[src/rtl/stribeck_friction_feedforward_defines.svh]
// ----------------------------------------------------------------------------
// Stribeck friction feedforward: assertion macros
// Shared property shorthands, clocked on clk and disabled while rst_n is low.
// ----------------------------------------------------------------------------
`ifndef STRIBECK_FRICTION_FEEDFORWARD_DEFINES_SVH
`define STRIBECK_FRICTION_FEEDFORWARD_DEFINES_SVH

// Same-cycle implication.
`define SFF_ASSERT_IMP(label, ante, cons, msg) \
  label: assert property (@(posedge clk) disable iff (!rst_n) (ante) |-> (cons)) \
    else $error(msg);

// Next-cycle implication.
`define SFF_ASSERT_NXT(label, ante, cons, msg) \
  label: assert property (@(posedge clk) disable iff (!rst_n) (ante) |=> (cons)) \
    else $error(msg);

`endif

[src/rtl/sff_pkg.sv]
`timescale 1ns / 1ps
// ----------------------------------------------------------------------------
// sff_pkg
// Constants, codes and bundle types shared by the friction feedforward block.
// ----------------------------------------------------------------------------
package sff_pkg;

  localparam int SFF_JOINTS_DEF    = 32;
  localparam int SFF_EXP_DEPTH_DEF = 256;

  localparam int COEFS    = 5;
  localparam int EXP_SPAN = 16;

  // 0.229 rpm -> rad/s in Q16.16, and the 0.03 rad/s deadband
  localparam int                 VEL_SCALE_Q16 = 1572;
  localparam logic signed [31:0] DEADBAND_Q16  = 32'sd1966;

  localparam logic ACT_LOAD = 1'b0;
  localparam logic ACT_PROC = 1'b1;

  localparam logic [2:0] SEL_INERTIA = 3'd0;
  localparam logic [2:0] SEL_VISCOUS = 3'd1;
  localparam logic [2:0] SEL_STATIC  = 3'd2;
  localparam logic [2:0] SEL_COULOMB = 3'd3;
  localparam logic [2:0] SEL_INV_VS  = 3'd4;

  localparam int CFG_ADDR_W = 2;
  localparam int CFG_DATA_W = 31;
  localparam int LIMIT_W    = 15;
  localparam int MPT_W      = 31;
  localparam int RATE_W     = 10;

  localparam logic [CFG_ADDR_W-1:0] REG_CURRENT_LIMIT = 2'd0;
  localparam logic [CFG_ADDR_W-1:0] REG_MA_PER_TORQUE = 2'd1;
  localparam logic [CFG_ADDR_W-1:0] REG_LOOP_RATE     = 2'd2;

  localparam logic [LIMIT_W-1:0] LIMIT_RST = 15'd0;
  localparam logic [MPT_W-1:0]   MPT_RST   = 31'd65536000;
  localparam logic [RATE_W-1:0]  RATE_RST  = 10'd100;

  typedef struct packed {
    logic               we;
    logic signed [31:0] data;
  } sff_coef_wr_t;

  typedef struct packed {
    logic               we;
    logic signed [31:0] vel;
    logic signed [31:0] acc;
  } sff_st_wr_t;

  typedef struct packed {
    logic signed [31:0] vel;
    logic signed [31:0] acc;
  } sff_st_rd_t;

endpackage

[src/rtl/sff_mul.sv]
`timescale 1ns / 1ps
// ----------------------------------------------------------------------------
// sff_mul
// Shared signed 34x34 multiplier with a registered product.
// ----------------------------------------------------------------------------
module sff_mul
  import sff_pkg::*;
(
  input  logic               clk,
  input  logic signed [33:0] op_a,
  input  logic signed [33:0] op_b,
  output logic signed [67:0] prod_r
);

  always_ff @(posedge clk) begin
    prod_r <= op_a * op_b;
  end

endmodule

[config.mk]
export PLATFORM = sky130hd
export DESIGN_NAME = sff_mul
export DESIGN_NICKNAME = d
export VERILOG_FILES = /design/src/rtl/stribeck_friction_feedforward_defines.svh /design/src/rtl/sff_pkg.sv /design/src/rtl/sff_mul.sv
export SDC_FILE = /design/constraint.sdc
export NUM_CORES = 2
export LEC_CHECK = 0
export BUFFER_PORTS_ARGS = -buffer_cell sky130_fd_sc_hd__buf_2
export CAP_MARGIN = 20
export CORE_MARGIN = 4
export CORE_UTILIZATION = 38
export CTS_CLUSTER_SIZE = 24
export DETAILED_ROUTE_END_ITERATION = 16
export GPL_TIMING_DRIVEN = 0
export PLACE_DENSITY = 0.56
export SLEW_MARGIN = 20
export SYNTH_ARGS = -nofsm -noshare
export SYNTH_HDL_FRONTEND = slang
export SYNTH_SLANG_ARGS = --single-unit
[constraint.sdc]
create_clock -name clk -period 9 [get_ports clk]
set_input_delay 0.9 -clock clk [delete_from_list [all_inputs] [get_ports clk]]
set_output_delay 0.9 -clock clk [all_outputs]
set_load 0.005 [all_outputs]
## Word level (Yosys, flattened, before mapping)

Cells that the tools add are included.

| word-level totals | value |
|---|---|
| bits in registers | 68 |
| bits of input ports | 69 |
| output and inout port bits | 68 |

| operators by class | value |
|---|---|
| multipliers | 1 |

Operator list:

| operator | number |
|---|---|
| $mul 34x34->68 | 1 |

## Longest topological paths before layout

| logic depth | value |
|---|---|
| word-level depth | 1 |
| depth in mapped cells | 31 |
| depth with buffers taken out | 29 |

## Worst setup path after synthesis

No wires, ideal clock.

| timing | value |
|---|---|
| path kind | input port to flip-flop |
| from | in op_a[33] |
| to | reg prod_r[65] |
| arrival | 8318 ps |
| slack | 610 ps |
| stages | 24 |
| buffers on the path | 2 |
| cells stage by stage | clkbuf_1 > nand2_1 > inv_1 > fa_1 > fa_1 > fa_1 > fa_1 > inv_1 > fa_1 > fa_1 > fa_1 > fa_1 > inv_1 > ha_1 > clkdlybuf4s50_2 > nand3_1 > or2_2 > nor2_1 > a221oi_1 > o21ai_0 > a31oi_2 > nor2_2 > o41ai_2 > xnor2_1 |

| on the way | value |
|---|---|
| word-level cells in the longest chain between the ends | 1 |

RTL lines:

| item | line | text |
|---|---|---|
| from (decl) | sff_mul.sv:10 | `input logic signed [33:0] op_a,` |
| $mul 34x34->68 | sff_mul.sv:16 | `prod_r <= op_a * op_b;` |
| to (signal assigned) | sff_mul.sv:16 |  |
| to (decl) | sff_mul.sv:12 | `output logic signed [67:0] prod_r` |

No other way between the ends.

## Final worst setup path

| timing | value |
|---|---|
| from | in op_a[17] |
| to | reg prod_r[66] |

The elaborated chain is that of the path after synthesis.

==> results.py <==
metrics = {
    "outcome": {
        "outcome": "finished, final reports clean",
    },
    "detailed_routing": {
        "detail-route-antenna-nets": 0,
        "initialDrtViolationCount": 2458,
        "detail_route.wirelength_um": 163000,
        "detail_route.wl_per_cell_um": 26.3,
        "via_count": 31600,
        "detailed_route_vias_per_instance": 5.08,
        "route.detailed.drc": 0,
        "drt-pass1-iter-count": 5,
    },
    "critical_path": {
        "crit_path_end": "prod_r[66]",
        "worst_setup_path_startpoint": "op_a[17]",
        "endpoint_kind": "flop",
        "timing_worst_setup_path_type": "in2reg",
        "required_time_of_the_worst_setup_path_ns": 9.32,
        "critical_path_arrival_ns": 9.28,
        "path_max_fanout": 10,
        "worst_setup_path_start_kind": "primary input",
    },
    "die": {
        "core_region_area_sq_um": 112000,
        "die_area_sq_um": 119000,
        "initial_utilization_pct": 38.2,
        "fp_rows": 123,
        "dieWidth_um": 344,
        "io_pins": 137,
        "dieHeight_um": 344,
    },
    "logic_synthesis": {
        "synth.yosys.warnings": 0,
        "flops_latches_synth": 68,
        "number_of_enable_type_register_cells_in_the_synthesized_netlist": 0,
        "synth_nets": 6068,
        "synth_seq_area_share_pct": 3.16,
        "yosys.area_share.simple_pct": 15.4,
        "synth_cell_type_count": 69,
        "largest_family_of_logic_cells_by_synthesized_area": "adder cells",
        "yosys-mux-area-fraction_pct": 0,
        "netlist_instances": 4554,
        "yosys.area_share.adder_pct": 63.7,
        "most_frequently_used_flop_master_after_synthesis": "sky130_fd_sc_hd__dfxtp_1",
        "synthArstFlopShare_pct": 0,
        "syn-cell-area_sq_um": 43000,
        "synthesis.area_per_instance_sq_um": 9.45,
        "synthXorXnorAreaFrac_pct": 1.61,
        "synth_compound_gate_area_share_pct": 3.35,
    },
    "cells_and_area": {
        "footprint_of_the_multi_input_gates_sq_um": 36300,
        "nNetsFinal": 6216,
        "filler_cell_count": 11300,
        "largest_registers_ranked_by_flip_flop_count": "prod_r: 68 flops",
        "ff_latch_area_sq_um": 1360,
        "postLayoutCoreUtil_pct": 41.3,
        "registers.top_by_ff_count": "prod_r",
        "layout-drive-gt1-share_pct": 7.44,
        "syn_to_final_growth_pct": 7.86,
        "largest_register_ff_count": 68,
    },
    "global_route": {
        "global_route.overflow_total": 0,
        "initial_antenna_violation_count": 30,
        "first_global_vias": 34600,
        "grt_max_degree": 17,
        "grt_pass1_wl_um": 242000,
        "all_layer_global_routing_usage_pct": 28.8,
    },
    "placed_design": {
        "portbufs": 130,
        "gp_routability_congestion": 1.03,
        "dp_hpwl_um": 139000,
    },
    "cts": {
        "ctsLongestPathBuffers": 2,
        "clock_tree.htree_level_count": 3,
        "clkSlewWorstSetupHoldPaths_ns": 0.06,
        "cts_tree": "done",
        "clock_sink_count": 68,
        "clk_root_buffer_cell": "sky130_fd_sc_hd__clkbuf_16",
        "cts_made_buffers": 9,
    },
    "sta": {
        "drv_slew": 0,
        "fmaxAchievable_mhz": 112,
        "final.setup.tns_ns": 0,
        "finalHoldViolations": 0,
        "slew-limit-headroom_pct": 31.4,
        "finalSetupViolations": 0,
        "worst_pin_slew_ns": 1.03,
        "period_utilization_post_route_pct": 99.6,
        "min_period_ns": 8.96,
    },
    "hold_path": {
        "holdCritPathClass": "in2reg",
        "depth_of_the_worst_hold_timing_path": 2,
    },
    "flow_run": {
        "max-cap-violations": 0,
    },
}
-- worst max-delay path, stage by stage --
cell and delay, ns:
sky130_fd_sc_hd__buf_2 0.34, sky130_fd_sc_hd__clkbuf_4 0.46, sky130_fd_sc_hd__nand2_1 0.13, sky130_fd_sc_hd__fa_1 0.52, sky130_fd_sc_hd__fa_1 0.54, sky130_fd_sc_hd__fa_1 0.56, sky130_fd_sc_hd__inv_1 0.05, sky130_fd_sc_hd__fa_1 0.48
sky130_fd_sc_hd__fa_1 0.72, sky130_fd_sc_hd__fa_1 0.51, sky130_fd_sc_hd__fa_1 0.51, sky130_fd_sc_hd__inv_1 0.05, sky130_fd_sc_hd__fa_1 0.49, sky130_fd_sc_hd__inv_1 0.05, sky130_fd_sc_hd__ha_2 0.53, sky130_fd_sc_hd__nand2_1 0.16
sky130_fd_sc_hd__or3_2 0.58, sky130_fd_sc_hd__a21oi_2 0.35, sky130_fd_sc_hd__o2111a_2 0.45, sky130_fd_sc_hd__a31oi_4 0.20, sky130_fd_sc_hd__o31ai_4 0.41, sky130_fd_sc_hd__a221oi_2 0.11, sky130_fd_sc_hd__xnor2_1 0.14
-- cell usage after synthesis, types with 3 or more instances --
| library cell | number | share of area [%] |
|---|---|---|
| sky130_fd_sc_hd__dfxtp_1 | 68 | 3.2 |
| sky130_fd_sc_hd__o41ai_2 | 3 | 0.11 |
| sky130_fd_sc_hd__a31oi_1 | 7 | 0.10 |
| sky130_fd_sc_hd__and3_1 | 5 | 0.073 |
| sky130_fd_sc_hd__xnor2_1 | 56 | 1.1 |
| sky130_fd_sc_hd__o21bai_1 | 12 | 0.21 |
| sky130_fd_sc_hd__o21a_1 | 4 | 0.070 |
| sky130_fd_sc_hd__xor2_1 | 23 | 0.47 |
| sky130_fd_sc_hd__o211ai_1 | 3 | 0.052 |
| sky130_fd_sc_hd__ha_1 | 204 | 5.9 |
| sky130_fd_sc_hd__nand4_1 | 11 | 0.16 |
| sky130_fd_sc_hd__nand3_1 | 11 | 0.13 |
| sky130_fd_sc_hd__o21ai_1 | 7 | 0.081 |
| sky130_fd_sc_hd__o21ai_0 | 31 | 0.36 |
| sky130_fd_sc_hd__a21o_1 | 37 | 0.65 |
| sky130_fd_sc_hd__a21oi_1 | 61 | 0.71 |
| sky130_fd_sc_hd__inv_1 | 1231 | 11 |
| sky130_fd_sc_hd__nor2_1 | 54 | 0.47 |
| sky130_fd_sc_hd__buf_4 | 4 | 0.070 |
| sky130_fd_sc_hd__nand2b_1 | 20 | 0.29 |
| sky130_fd_sc_hd__o41ai_1 | 3 | 0.061 |
| sky130_fd_sc_hd__nor2b_1 | 9 | 0.13 |
| sky130_fd_sc_hd__and3_2 | 3 | 0.052 |
| sky130_fd_sc_hd__a211oi_1 | 6 | 0.10 |
| sky130_fd_sc_hd__a221oi_1 | 3 | 0.061 |
| sky130_fd_sc_hd__nand2_1 | 542 | 4.7 |
| sky130_fd_sc_hd__clkbuf_1 | 214 | 1.9 |
| sky130_fd_sc_hd__nor3_1 | 5 | 0.058 |
| sky130_fd_sc_hd__and2_1 | 621 | 9.0 |
| sky130_fd_sc_hd__or2_2 | 4 | 0.058 |
| sky130_fd_sc_hd__fa_1 | 1241 | 58 |
-- layout by cell type, fill, tap and decap left out, types with 4 or more instances in the layout --
cell type / netlist / layout
sky130_fd_sc_hd__a211oi_1: 6 / 5
sky130_fd_sc_hd__a21o_1: 37 / 37
sky130_fd_sc_hd__a21oi_1: 61 / 60
sky130_fd_sc_hd__a31oi_1: 7 / 6
sky130_fd_sc_hd__and2_1: 621 / 621
sky130_fd_sc_hd__and3_1: 5 / 5
sky130_fd_sc_hd__buf_2: 2 / 142
sky130_fd_sc_hd__buf_4: 4 / 13
sky130_fd_sc_hd__clkbuf_1: 214 / 81
sky130_fd_sc_hd__clkbuf_16: 0 / 9
sky130_fd_sc_hd__clkbuf_2: 2 / 92
sky130_fd_sc_hd__clkbuf_4: 1 / 25
sky130_fd_sc_hd__clkbuf_8: 0 / 4
sky130_fd_sc_hd__dfxtp_1: 68 / 68
sky130_fd_sc_hd__diode_2: 0 / 16
sky130_fd_sc_hd__fa_1: 1241 / 1235
sky130_fd_sc_hd__fa_2: 0 / 6
sky130_fd_sc_hd__ha_1: 204 / 200
sky130_fd_sc_hd__inv_1: 1231 / 1230
sky130_fd_sc_hd__nand2_1: 542 / 542
sky130_fd_sc_hd__nand2b_1: 20 / 20
sky130_fd_sc_hd__nand3_1: 11 / 11
sky130_fd_sc_hd__nand4_1: 11 / 11
sky130_fd_sc_hd__nor2_1: 54 / 54
sky130_fd_sc_hd__nor2b_1: 9 / 8
sky130_fd_sc_hd__nor3_1: 5 / 5
sky130_fd_sc_hd__o21a_1: 4 / 4
sky130_fd_sc_hd__o21ai_0: 31 / 30
sky130_fd_sc_hd__o21ai_1: 7 / 7
sky130_fd_sc_hd__o21bai_1: 12 / 12
sky130_fd_sc_hd__xnor2_1: 56 / 56
sky130_fd_sc_hd__xor2_1: 23 / 23
-- logic make-up (layout without fill, tap and decap cells) --
| logic type | Yosys count | in the layout |
|---|---|---|
| buf+inv | 1460 | 1613 |
| fa+ha+maj | 1445 | 1445 |
| simple gates | 1296 | 1296 |
| compound gates | 206 | 206 |
| xor+xnor | 79 | 79 |
| flops | 68 | 68 |
| other cells | 0 | 16 |
-- what timing repair did --
action | 4_1_cts | 5_1_grt
setup endpoints to repair | 38 | 18
pin swaps | 4 | 5
setup buffers | 3 | 4
resized for setup | 130 | 126
hold buffers | 0 | 0
-- worst min path at each step --
stage	start	to	slack [ns]
after global placement	prod_r[5]	prod_r[5]	1.28
after global routing	op_a[0]	prod_r[0]	0.88
after CTS	op_a[0]	prod_r[0]	0.87
after floorplan	op_a[0]	prod_r[0]	1.03
after detailed placement	prod_r[5]	prod_r[5]	1.28
final	op_a[0]	prod_r[0]	0.90
-- layer usage --
layer,track usage (%),wire (um),up-vias
met4,12.9,9050,12
li1,-,-,13100
met5,0,76,-
met2,44.9,73400,1465
met3,5.89,15000,354
met1,39.0,66000,16700
-- stage by stage --
step | hold WS, ns | std cells | instance area (sq um) | setup WS [ns]
2_1_floorplan | 1.03 | 4554 | 43000 | 0.610
3_3_place_gp | 1.28 | 6184 | 45600 | -1.91
3_5_place_dp | 1.28 | 6186 | 45600 | -1.90
4_1_cts | 0.875 | 6205 | 46200 | 0.00227
5_1_grt | 0.876 | 6208 | 46400 | -0.00165
6_report | 0.899 | 6223 | 46400 | 0.0370
-- final cells by class --
type | instances | share of cell area, %
diodes | 16 | 0.0863
plain buffers | 226 | 2.51
clock buffers | 9 | 0.485
clock inverters | 7 | 0.229
inverters | 1232 | 9.97
multi-input cells | 3026 | 78.1
flip-flops and latches | 68 | 2.93
well taps | 1500 | 4.04
repair buffers | 139 | 1.61
Power is not shown: default switching activity piles up to over one toggle a cycle in this logic, so the estimate is an artifact.
